`src/hw/rtl/lio_ram.sv`:
```
module lio_ram #(
    parameter int WIDTH = 8,
    parameter int DEPTH = 256
) (
    input  logic                     clk,
    input  logic                     we,
    input  logic [$clog2(DEPTH)-1:0] waddr,
    input  logic [WIDTH-1:0]         wdata,
    input  logic [$clog2(DEPTH)-1:0] raddr,
    output logic [WIDTH-1:0]         rdata
);

    logic [WIDTH-1:0] mem [DEPTH];

    always_ff @(posedge clk)
    begin
        if (we)
        begin
            mem[waddr] <= wdata;
        end
        rdata <= mem[raddr];
    end

endmodule

```
`config.mk`:
```
export PLATFORM = sky130hd
export DESIGN_NAME = lio_ram
export DESIGN_NICKNAME = d
export VERILOG_FILES = /design/src/hw/rtl/lio_ram.sv
export SDC_FILE = /design/constraint.sdc
export NUM_CORES = 2
export LEC_CHECK = 0
export ABC_AREA = 1
export BUFFER_PORTS_ARGS = -buffer_cell sky130_fd_sc_hd__buf_2
export CORE_MARGIN = 3
export CORE_UTILIZATION = 50
export CTS_CLUSTER_SIZE = 20
export DETAILED_ROUTE_END_ITERATION = 8
export PLACE_DENSITY_LB_ADDON = 0.2
export SYNTH_ARGS = -nofsm -noshare
export SYNTH_HDL_FRONTEND = slang
export SYNTH_SLANG_ARGS = --single-unit
```
`constraint.sdc`:
```
create_clock -name clk -period 2.8 [get_ports clk]
set_input_delay 0.28 -clock clk [delete_from_list [all_inputs] [get_ports clk]]
set_output_delay 0.28 -clock clk [all_outputs]
set_load 0.03 [all_outputs]
```
==> run summary <==
Gr ovfl total: 0
Synthesized Nets: 7,029
Mux cell area share after synthesis: 0%
GRT Total Usage: 26.8%
Unrepaired setup endpoints after global routing: no
Clock Tree Buf Depth: 3
CP Depth: 10
CP Launch Point: mem[13][4]
Hold Startpoint: raddr[6]
Compound-Gate Fraction of Synth Area: 0%
Post-route ant nets: 0
Die span in x: 414 µm
Critical Path Slowest Stage Cell: edfxtp_1
Final WS setup: 0.781 ns
Adder-cell share of the synthesized area: 0%
Reg2Reg Capture Point: rdata[4]
Post-route DRC: 0
Area delta synth->final: 14.2%
Commonest non-fill, non-tap cell in the layout: nand2_1
Leak Pwr: 33.8 nW
DP HPWL: 139,000 µm
Critical path fanouts, max: 1
Fill cells: 13,338
Final Cycle Share: 72.1%
R2R Setup Slk: 0.78 ns
Cell count after synthesis: 7,003
IO Count: 34
#FFs+latches synth: 2,056
Die area: 172,000 µm²
Synth warn: 0
Core Region: 165,000 µm²
CTS tree: done
Synth cell types: 14
CP most frequent cell: nand3_1
CP Class: reg2reg
Initial Utilization: 50.4%
Final Slew Violations: 0
Clk sinks: 2,056
Cell family contributing the most delay on the critical path: simple AND/OR/NAND/NOR gates
CTS Buf Count: 207
Post-CTS Setup Inserts: 0
Slew margin rel.: 29.7%
First-pass GRT wire length: 347,000 µm
Status: complete, no violations
Reg clk slew, reported paths: 0.06 ns
Via count: 55,755
CP endpoint kind: register
Largest family of logic cells by synthesized area: simple AND/OR/NAND/NOR gates
Row count: 149
Footprint of the multi-input gates: 19,200 µm²
Fin. Hold Viols: 0
Synth Cell Area: 83,400 µm²
Worst IR Drop VDD: 594 µV
Setup Total Neg Slack: 0 ns
Synth Area in Simple Gates: 22.9%
Share of layout cells above drive strength 1: 10.8%
Post-synth top area share: 73.7%
Post-Synth XOR/XNOR Area: 0%
FF+latch area: 61,700 µm²
Worst setup SP type: register
IO buf count: 33
Vias in the first global route: 53,585
Most frequent cells in the layout: 2,112 x nand2_1, 2,048 x edfxtp_1, 2,019 x nand3_1
CP Buf/Inv Count: 0
FMAX: 495 MHz
Post-Syn Area per Cell: 11.9 µm²
Register area share after synthesis: 73.9%
CP peak stage delay: 0.36 ns
Area contributors post-synth: edfxtp_1 74%, nand3_1 12%, nand2_1 9.6%
Worst endpoint data arrival time: 2.73 ns
Initial antenna violation count: 11
Worst Setup EP: rdata[4]
R2R Path Start: mem[13][4]
Total of max-cap violations: 0
Largest net degree at the start of global routing: 100
Initial DRC count: 7,138
Pwr dens: 680 nW/µm²
Worst-Margin Slew: 1.05 ns
Dpl ws: 0.0492 ns
Worst skew pair latency: 0.83 ns
Hold WC Path Type: in2reg
Final-report setup violation count: 0
DR pass1 iterations: 6
H-tree depth: 4
Area leader, netlist: edfxtp_1
Worst Skew: 0.0312 ns
Nets: 7,271
Root Buffer: clkbuf_16
Vias per cell: 5.80
Required time of the critical path: 3.51 ns
Die Y-Extent: 414 µm
Wire per inst: 24.3 µm
CP cell instances: nand2_1, nand3_1, nand3_1, nand3_1, nand3_1, nand3_1, nand3_1, nand2_1, nand2_1, nand2_1
Period minus WS final: 2.02 ns
Number of cells on the worst reg-to-reg path: 10
Final Wtd Congestion: 0.881
Routed wire length: 233,000 µm
==> cell usage after synthesis <==
| master | n |
|---|---|
| clkbuf_1 | 112 |
| nor2_1 | 283 |
| inv_4 | 1 |
| dfxtp_1 | 8 |
| inv_2 | 2 |
| buf_2 | 268 |
| buf_4 | 46 |
| nand3_1 | 2019 |
| buf_6 | 16 |
| buf_8 | 1 |
| edfxtp_1 | 2048 |
| inv_1 | 36 |
| nand2_1 | 2123 |
| buf_1 | 40 |
==> metrics by stage <==
| stage | util (%) | power [mW] | cells | hold WS, ns | cell area [µm²] |
|---|---|---|---|---|---|
| after detailed placement | 53.6 | 38.7 | 9216 | 0.668 | 88600 |
| final | 57.6 | 64.7 | 9615 | 0.139 | 95200 |
| after floorplan | - | 36.7 | 7003 | 0.379 | 83400 |
| after global routing | 57.6 | 66.5 | 9612 | 0.117 | 95200 |
| after CTS | 57.6 | 65.0 | 9608 | 0.0688 | 95200 |
| after global placement | 53.6 | 38.6 | 9216 | 0.671 | 88600 |
==> per-layer routing <==
layer / vias up / share of wire (%) / track usage (%)
li1: 25350 / - / -
met1: 27381 / 40 / 37.4
met2: 2590 / 47 / 42.0
met3: 430 / 9.0 / 4.94
met4: 4 / 3.8 / 10.4
met5: - / 0.012 / 0
==> registers in the layout, summed over array words and instances (netlist names) <==
name and cells:
rdata 8, mem 2048
==> worst min-delay path: stages <==
cell	delay [ns]
buf_2	0.13
buf_4	0.23
nand3_1	0.13
nand2_1	0.06
nand2_1	0.05
nand2_1	0.05
==> area by class of cell <==
| class | instances | area share, % |
|---|---|---|
| antenna | 7 | 0.0184 |
| clock buffer | 278 | 5.89 |
| clock inverter | 105 | 0.919 |
| inverter | 39 | 0.189 |
| multi-input combinational | 4425 | 20.1 |
| sequential | 2056 | 64.8 |
| tap | 2189 | 2.88 |
| timing repair buffer | 516 | 5.21 |
==> worst min path at each step <==
stage,end,slack (ns),cells past startpoint
after floorplan,mem[0][0],0.38,0
after global placement,mem[25][2],0.67,1
after detailed placement,mem[25][2],0.67,1
after CTS,rdata[7],0.07,6
after global routing,rdata[7],0.12,6
final,rdata[4],0.14,6
==> cells by family (layout without fill, tap and decap cells) <==
kind of cell,count (synthesis),in the layout
simple gates,4425,4425
flops,2056,2056
buf+inv,522,938
other cells,0,7
==> report_power, final <==
part | internal (mW) | switching, mW | leakage [nW]
Clock | 15.1 | 11.5 | 3.17
Sequential | 33.9 | 0.0377 | 18.5
Combinational | 1.08 | 3.05 | 12.1
Total | 50.1 | 14.6 | 33.8
==> timing repair <==
action                                  in CTS  in global routing
resized for setup                            0                  0
endpoints found under the hold margin      392                  0
endpoints found under the setup margin       0                  0
hold buffers                                 9                  0
Power figures use the tool's default switching activity.
